--- config.mk ---
export PLATFORM = sky130hd
export DESIGN_NAME = longest_prefix_route_lookup
export DESIGN_NICKNAME = d
export VERILOG_FILES = /design/src/rtl/lprl_pkg.sv /design/src/rtl/lprl_ctrl.sv /design/src/rtl/lprl_dp.sv /design/src/rtl/longest_prefix_route_lookup.sv
export SDC_FILE = /design/constraint.sdc
export NUM_CORES = 1
export LEC_CHECK = 0
export BUFFER_PORTS_ARGS = -buffer_cell sky130_fd_sc_hd__buf_2
export CAP_MARGIN = 0
export CORE_AREA = 5 5 397 360
export CTS_BUF_LIST = sky130_fd_sc_hd__clkbuf_8
export DETAILED_ROUTE_END_ITERATION = 6
export DIE_AREA = 0 0 402 365
export PLACE_DENSITY = 0.55
export SLEW_MARGIN = 20
export SYNTH_ARGS = -nofsm -noshare
export SYNTH_HDL_FRONTEND = slang
export SYNTH_SLANG_ARGS = --single-unit
export TNS_END_PERCENT = 10
--- constraint.sdc ---
create_clock -name clk -period 9.5 [get_ports clk]
set_clock_uncertainty 0.2 [all_clocks]
set_input_delay 0.95 -clock clk [delete_from_list [all_inputs] [get_ports clk]]
set_output_delay 0.95 -clock clk [all_outputs]
set_load 0.01 [all_outputs]
--- src/rtl/lprl_pkg.sv ---
package lprl_pkg;

  // Field widths
  localparam int ADDR_W      = 32;
  localparam int PORT_W      = 2;
  localparam int IDX_FIELD_W = 4;

  // Default configuration
  localparam int DEF_TABLE_DEPTH = 16;
  localparam int DEF_NUM_PORTS   = 4;

  // Stream widths (padded to whole bytes)
  localparam int IN_TDATA_W  = 104;
  localparam int OUT_TDATA_W = 40;

  // Opcodes carried on in_tuser
  localparam logic OP_WRITE  = 1'b0;
  localparam logic OP_LOOKUP = 1'b1;

  // Controller states
  typedef enum logic [1:0] {
    ST_IDLE,
    ST_SCAN,
    ST_DRAIN,
    ST_DONE
  } lprl_state_t;

  // Controller to datapath commands
  typedef struct packed {
    logic wr_en;
    logic start;
    logic rd;
    logic load_out;
  } lprl_cmd_t;

  // Datapath to controller status
  typedef struct packed {
    logic last;
    logic out_busy;
  } lprl_sts_t;

endpackage

--- src/rtl/lprl_ctrl.sv ---
module lprl_ctrl (
  input  logic                clk,
  input  logic                rst_n,
  input  logic                in_tvalid,
  input  logic                in_tuser,
  output logic                in_tready,
  input  lprl_pkg::lprl_sts_t sts,
  output lprl_pkg::lprl_cmd_t cmd
);
  import lprl_pkg::*;

  lprl_state_t state_r, state_nxt;

  // State register
  always_ff @(posedge clk) begin
    if (!rst_n) begin
      state_r <= ST_IDLE;
    end else begin
      state_r <= state_nxt;
    end
  end

  // Next state
  always_comb begin
    state_nxt = state_r;
    case (state_r)
      ST_IDLE: begin
        if (in_tvalid && (in_tuser == OP_LOOKUP)) state_nxt = ST_SCAN;
      end
      ST_SCAN: begin
        if (sts.last) state_nxt = ST_DRAIN;
      end
      ST_DRAIN: begin
        state_nxt = ST_DONE;
      end
      ST_DONE: begin
        if (!sts.out_busy) state_nxt = ST_IDLE;
      end
      default: begin
        state_nxt = ST_IDLE;
      end
    endcase
  end

  // Outputs
  always_comb begin
    in_tready    = 1'b0;
    cmd          = '0;
    case (state_r)
      ST_IDLE: begin
        in_tready = 1'b1;
        cmd.wr_en = in_tvalid && (in_tuser == OP_WRITE);
        cmd.start = in_tvalid && (in_tuser == OP_LOOKUP);
      end
      ST_SCAN: begin
        cmd.rd = 1'b1;
      end
      ST_DRAIN: begin
        cmd = '0;
      end
      ST_DONE: begin
        cmd.load_out = !sts.out_busy;
      end
      default: begin
        cmd = '0;
      end
    endcase
  end

endmodule

--- src/rtl/lprl_dp.sv ---
module lprl_dp #(
  parameter int TABLE_DEPTH = lprl_pkg::DEF_TABLE_DEPTH,
  parameter int NUM_PORTS   = lprl_pkg::DEF_NUM_PORTS
) (
  input  logic                              clk,
  input  logic                              rst_n,
  input  logic [lprl_pkg::IN_TDATA_W-1:0]   in_tdata,
  input  lprl_pkg::lprl_cmd_t               cmd,
  output lprl_pkg::lprl_sts_t               sts,
  output logic                              out_tvalid,
  input  logic                              out_tready,
  output logic [lprl_pkg::OUT_TDATA_W-1:0]  out_tdata
);
  import lprl_pkg::*;

  // Only the slots an index field can reach are stored
  localparam int MAX_SLOTS  = 1 << IDX_FIELD_W;
  localparam int SCAN_DEPTH = (TABLE_DEPTH < MAX_SLOTS) ? TABLE_DEPTH : MAX_SLOTS;
  localparam int IDX_W      = (SCAN_DEPTH > 1) ? $clog2(SCAN_DEPTH) : 1;

  // Request fields
  logic [IDX_FIELD_W-1:0] f_index;
  logic [ADDR_W-1:0]      f_prefix;
  logic [ADDR_W-1:0]      f_mask;
  logic [PORT_W-1:0]      f_port;
  logic                   f_valid;
  logic [ADDR_W-1:0]      f_addr;
  logic [PORT_W-1:0]      wr_port;

  assign f_index  = in_tdata[3:0];
  assign f_prefix = in_tdata[35:4];
  assign f_mask   = in_tdata[67:36];
  assign f_port   = in_tdata[69:68];
  assign f_valid  = in_tdata[70];
  assign f_addr   = in_tdata[102:71];

  // Clamp ports beyond the last interface
  assign wr_port = (32'(f_port) >= NUM_PORTS) ? PORT_W'(NUM_PORTS - 1) : f_port;

  // Route table
  logic [ADDR_W-1:0] prefix_mem [SCAN_DEPTH];
  logic [ADDR_W-1:0] mask_mem   [SCAN_DEPTH];
  logic [PORT_W-1:0] port_mem   [SCAN_DEPTH];
  logic [SCAN_DEPTH-1:0] valid_r;

  logic              wr_ok;
  logic [IDX_W-1:0]  wr_idx;

  assign wr_ok  = cmd.wr_en && (32'(f_index) < SCAN_DEPTH);
  assign wr_idx = f_index[IDX_W-1:0];

  always_ff @(posedge clk) begin
    if (wr_ok) begin
      prefix_mem[wr_idx] <= f_prefix;
      mask_mem[wr_idx]   <= f_mask;
      port_mem[wr_idx]   <= wr_port;
    end
  end

  always_ff @(posedge clk) begin
    if (!rst_n) begin
      valid_r <= '0;
    end else if (wr_ok) begin
      valid_r[wr_idx] <= f_valid;
    end
  end

  // Scan counter and registered table read
  logic [IDX_W-1:0]  cnt_r;
  logic [ADDR_W-1:0] addr_r;
  logic [ADDR_W-1:0] rd_prefix_r;
  logic [ADDR_W-1:0] rd_mask_r;
  logic [PORT_W-1:0] rd_port_r;
  logic              rd_valid_r;
  logic              rd_pend_r;

  always_ff @(posedge clk) begin
    if (cmd.start) begin
      cnt_r  <= '0;
      addr_r <= f_addr;
    end else if (cmd.rd) begin
      cnt_r <= cnt_r + IDX_W'(1);
    end
    if (cmd.rd) begin
      rd_prefix_r <= prefix_mem[cnt_r];
      rd_mask_r   <= mask_mem[cnt_r];
      rd_port_r   <= port_mem[cnt_r];
      rd_valid_r  <= valid_r[cnt_r];
    end
  end

  always_ff @(posedge clk) begin
    if (!rst_n) begin
      rd_pend_r <= 1'b0;
    end else begin
      rd_pend_r <= cmd.rd;
    end
  end

  assign sts.last = (cnt_r == IDX_W'(SCAN_DEPTH - 1));

  // Best-match compare
  logic              found_r;
  logic [ADDR_W-1:0] best_mask_r;
  logic [PORT_W-1:0] best_port_r;
  logic              take;

  assign take = rd_pend_r && rd_valid_r &&
                (!found_r || (best_mask_r == '0) || (rd_mask_r > best_mask_r)) &&
                ((addr_r & rd_mask_r) == rd_prefix_r);

  always_ff @(posedge clk) begin
    if (!rst_n) begin
      found_r     <= 1'b0;
      best_mask_r <= '0;
      best_port_r <= '0;
    end else if (cmd.start) begin
      found_r     <= 1'b0;
      best_mask_r <= '0;
      best_port_r <= '0;
    end else if (take) begin
      found_r     <= 1'b1;
      best_mask_r <= rd_mask_r;
      best_port_r <= rd_port_r;
    end
  end

  // Output register
  logic                   out_valid_r;
  logic                   out_hit_r;
  logic [PORT_W-1:0]      out_port_r;
  logic [ADDR_W-1:0]      out_mask_r;

  always_ff @(posedge clk) begin
    if (!rst_n) begin
      out_valid_r <= 1'b0;
    end else if (cmd.load_out) begin
      out_valid_r <= 1'b1;
    end else if (out_tready) begin
      out_valid_r <= 1'b0;
    end
  end

  always_ff @(posedge clk) begin
    if (cmd.load_out) begin
      out_hit_r  <= found_r;
      out_port_r <= found_r ? best_port_r : '0;
      out_mask_r <= found_r ? best_mask_r : '0;
    end
  end

  assign sts.out_busy = out_valid_r && !out_tready;
  assign out_tvalid   = out_valid_r;
  assign out_tdata    = {{(OUT_TDATA_W - 1 - PORT_W - ADDR_W){1'b0}},
                         out_mask_r, out_port_r, out_hit_r};

endmodule

--- src/rtl/longest_prefix_route_lookup.sv ---
// Timing: a write request is stored at the clock edge that accepts it; a lookup passes
// through the scan, drain and done states, and its result is registered onto out_tvalid.
// Throughput: one write per cycle while idle; no request is taken during a lookup, as the
// single compare unit walks the table one slot per cycle through a registered read, and
// the result load also waits while a stalled out_tready still holds the previous result.
// Reset: synchronous, active-low rst_n clears all valid bits, the controller and the
// output valid; stored prefixes, masks and ports are kept until overwritten.
module longest_prefix_route_lookup #(
  parameter int TABLE_DEPTH = lprl_pkg::DEF_TABLE_DEPTH,
  parameter int NUM_PORTS   = lprl_pkg::DEF_NUM_PORTS
) (
  input  logic                             clk,
  input  logic                             rst_n,
  // in_tdata fields, low bit up: entry_index[4], route_prefix[32], route_mask[32],
  // route_port[2], route_valid[1], lookup_address[32], zero pad[1]
  input  logic                             in_tvalid,
  output logic                             in_tready,
  input  logic [lprl_pkg::IN_TDATA_W-1:0]  in_tdata,
  input  logic                             in_tuser,   // opcode: 0 write, 1 lookup
  // out_tdata fields, low bit up: hit[1], out_port[2], matched_mask[32], zero pad[5]
  output logic                             out_tvalid,
  input  logic                             out_tready,
  output logic [lprl_pkg::OUT_TDATA_W-1:0] out_tdata
);
  import lprl_pkg::*;

  lprl_cmd_t cmd;
  lprl_sts_t sts;

  // Sequencer
  lprl_ctrl u_ctrl (
    .clk       (clk),
    .rst_n     (rst_n),
    .in_tvalid (in_tvalid),
    .in_tuser  (in_tuser),
    .in_tready (in_tready),
    .sts       (sts),
    .cmd       (cmd)
  );

  // Table, compare unit and output register
  lprl_dp #(
    .TABLE_DEPTH (TABLE_DEPTH),
    .NUM_PORTS   (NUM_PORTS)
  ) u_dp (
    .clk        (clk),
    .rst_n      (rst_n),
    .in_tdata   (in_tdata),
    .cmd        (cmd),
    .sts        (sts),
    .out_tvalid (out_tvalid),
    .out_tready (out_tready),
    .out_tdata  (out_tdata)
  );

endmodule

==> metrics.cfg <==
[outcome]
status = finished clean

[power]
p_leak_nw = 17.0
power.density_nw_per_um2 = 245
vdd_drop_max_mv = 0.193
finalPower_mw = 13.4

[timing]
hold_violations = 0
max_clock_freq_mhz = 251
fin_crit_sh_pct = 42.0
worstMarginPinSlew_ns = 1.09
fin_setup_tns_ns = 0
report.final.slew_viol_count = 0
hold_slack_ns = 0.114
layout_min_cycle_time_ns = 3.99
setup_viol = 0
rsz0062_at_grt = no
relSlewSlack_pct = 27.4

[cts]
hold_buffers = 25
cts_max_path_buffers = 3
cts.sinks = 1249
clk_pin_slew_ns = 0.06
cts_inserted_buffers = 197
cts-root-buf = clkbuf_8
htree_levels = 4
tritoncts = yes
cts_setup_buffers = 0
clkLatencyLatePin_ns = 0.87
cts_resized = 0

[worst_hold_path]
hp-class = input pin to flop
min_path_cells = 1

[yosys]
syn_area_per_cell_um2 = 22.5
synth_seq_cells = 1249
seq_area_frac_synth_pct = 77.0
yosysMostFrequentCell = edfxtp_1
yosys.area.top_type = edfxtp_1
async_flop_share_pct = 0
synth_area_um2 = 48000
yosys_warnings = 0
synthTopCellsByArea = edfxtp_1, mux4_2, dfxtp_1
synth_commonest_cells = edfxtp_1, mux4_2, nand2_1
synth-edff-count = 1190
synth_ff_type = edfxtp_1
synth_cell_type_count = 56
syn_inst = 2127
synth_top_area_share_pct = 74.5

[floorplan]
coreArea_um2 = 139000
fp-row-count = 130
die_h_um = 365
die_x_um = 402
io_pins = 151
die_area_um2 = 147000
start_util_pct = 34.6

[final_layout]
drive_gt1_share_pct = 30.9
final_area_um2 = 54900
final_net_count = 2590
fillers = 12200
syn_to_final_growth_pct = 14.4

[critical_path]
path_depth = 7
critPathLaunchType = flop
crit_top_cell = buf_4
cp_max_fo = 33
slowest_stage = nor2_4
cp_cell_sequence = inv_1 -> ha_1 -> nand2_1 -> or4_1 -> nor2_4 -> buf_4 -> buf_4
crit_type = flop to flop
cp_num_buf_inv = 3
reg2reg_depth = 7
cp.required_ns = 9.77
end_kind = flop
path_delay_family = simple AND/OR/NAND/NOR gates
slowest_delay_ns = 0.72
arrival_ns = 4.26

[drt]
drt-pass1-iter-count = 7
post_drt_wl_per_cell_um = 26.7
drcViolationCount = 0
drt-initial-drc-count = 2228
antenna_left = 0
vias_per_cell = 5.07
routed_wl_mm = 119
vias = 22600

[grt]
grt_max_degree = 146
grt_pass1_vias = 23800
grt_usage_pct = 16.2
grt_overflow = 0
grt_pass1_wl_mm = 171
grt_antenna_before_repair = 28

[placement]
place_area_um2 = 50900
portBuffers = 144
gp_congestion = 0.805
post-dp-hpwl_mm = 64.8

[flow_run]
drv_cap = 0

-- flip-flops by register name (all words and copies together) (netlist names), 4 cells and up --
signal            flops
u_dp.mask_mem       512
u_dp.prefix_mem     512
u_dp.addr_r          32
u_dp.best_mask_r     32
u_dp.out_mask_r      32
u_dp.port_mem        32
u_dp.rd_mask_r       32
u_dp.rd_prefix_r     32
u_dp.valid_r         16
u_dp.cnt_r            4
-- layer usage --
metal	track usage, %	wire length [um]
met2	25.7	56500
met3	3.90	8450
met5	0	52
met4	4.63	2370
met1	22.5	51600
-- stage by stage --
step	util, %	cells	worst slack (ns)
2_1_floorplan	-	2131	2.46
3_3_place_gp	36.7	4067	5.07
3_5_place_dp	36.7	4067	5.01
4_1_cts	39.6	4445	5.39
5_1_grt	39.6	4455	5.29
6_report	39.6	4460	5.51
-- path summary, 6_finish.rpt --
check	from	to	slack, ns
hold reg to reg	u_dp.best_port_r[0]$_SDFFE_PP0P_	u_dp.best_port_r[0]$_SDFFE_PP0P_	0.27
setup reg to reg	u_ctrl.state_r[1]$_SDFFE_PN0P_	u_dp.mask_mem[8][1]$_DFFE_PP_	5.51
setup / recovery	u_ctrl.state_r[1]$_SDFFE_PN0P_	u_dp.mask_mem[8][1]$_DFFE_PP_	5.51
hold / removal	in_tdata[74]	u_dp.addr_r[3]$_DFFE_PP_	0.11
-- report_power, final --
group          switching, mW  internal, mW  leakage (nW)
sequential             0.290          6.34          11.2
combinational           1.26          1.30          3.74
clock                   2.05          2.19          2.06
-- logic make-up (layout without fill, tap and decap cells) --
kind of cell / Yosys count / in the layout / share of synthesized area (%)
other: 1 / 19 / 0.00782
buffers and inverters: 136 / 603 / 1.57
muxes: 375 / 375 / 16.6
xor gates and xnor gates: 23 / 23 / 0.420
adders and majority gates: 37 / 37 / 0.965
and+or+nand+nor: 232 / 232 / 2.44
AOI/OAI and AO/OA: 74 / 74 / 1.07
DFF: 1249 / 1249 / 77.0
-- cell usage in the layout, fill, tap and decap left out, types with 10 or more instances in the layout --
cell type / count
edfxtp_1: 1190
mux4_2: 335
clkbuf_8: 203
buf_2: 144
nand2_1: 110
inv_1: 92
clkinv_1: 55
dfxtp_1: 55
buf_4: 43
mux2i_1: 40
ha_1: 36
and2_1: 35
dlygate4sd3_1: 25
xnor2_1: 17
a21oi_1: 17
clkinv_2: 17
a21boi_0: 15
diode_2: 14
o21ai_0: 14
nor2_4: 12
nand3_1: 11
nand4_1: 11
nor4_1: 10
-- final cells by class --
cell class | instances | area (um^2) | area share (%)
clock inverters | 150 | 850 | 1.55
diodes | 14 | 35.0 | 0.0638
well taps | 1848 | 2310 | 4.21
repair buffers | 216 | 1370 | 2.50
inverters | 34 | 128 | 0.233
multi-input cells | 746 | 10500 | 19.1
flip-flops and latches | 1249 | 36900 | 67.3
clock buffers | 203 | 2790 | 5.09
(Power assumes the default switching activity.)
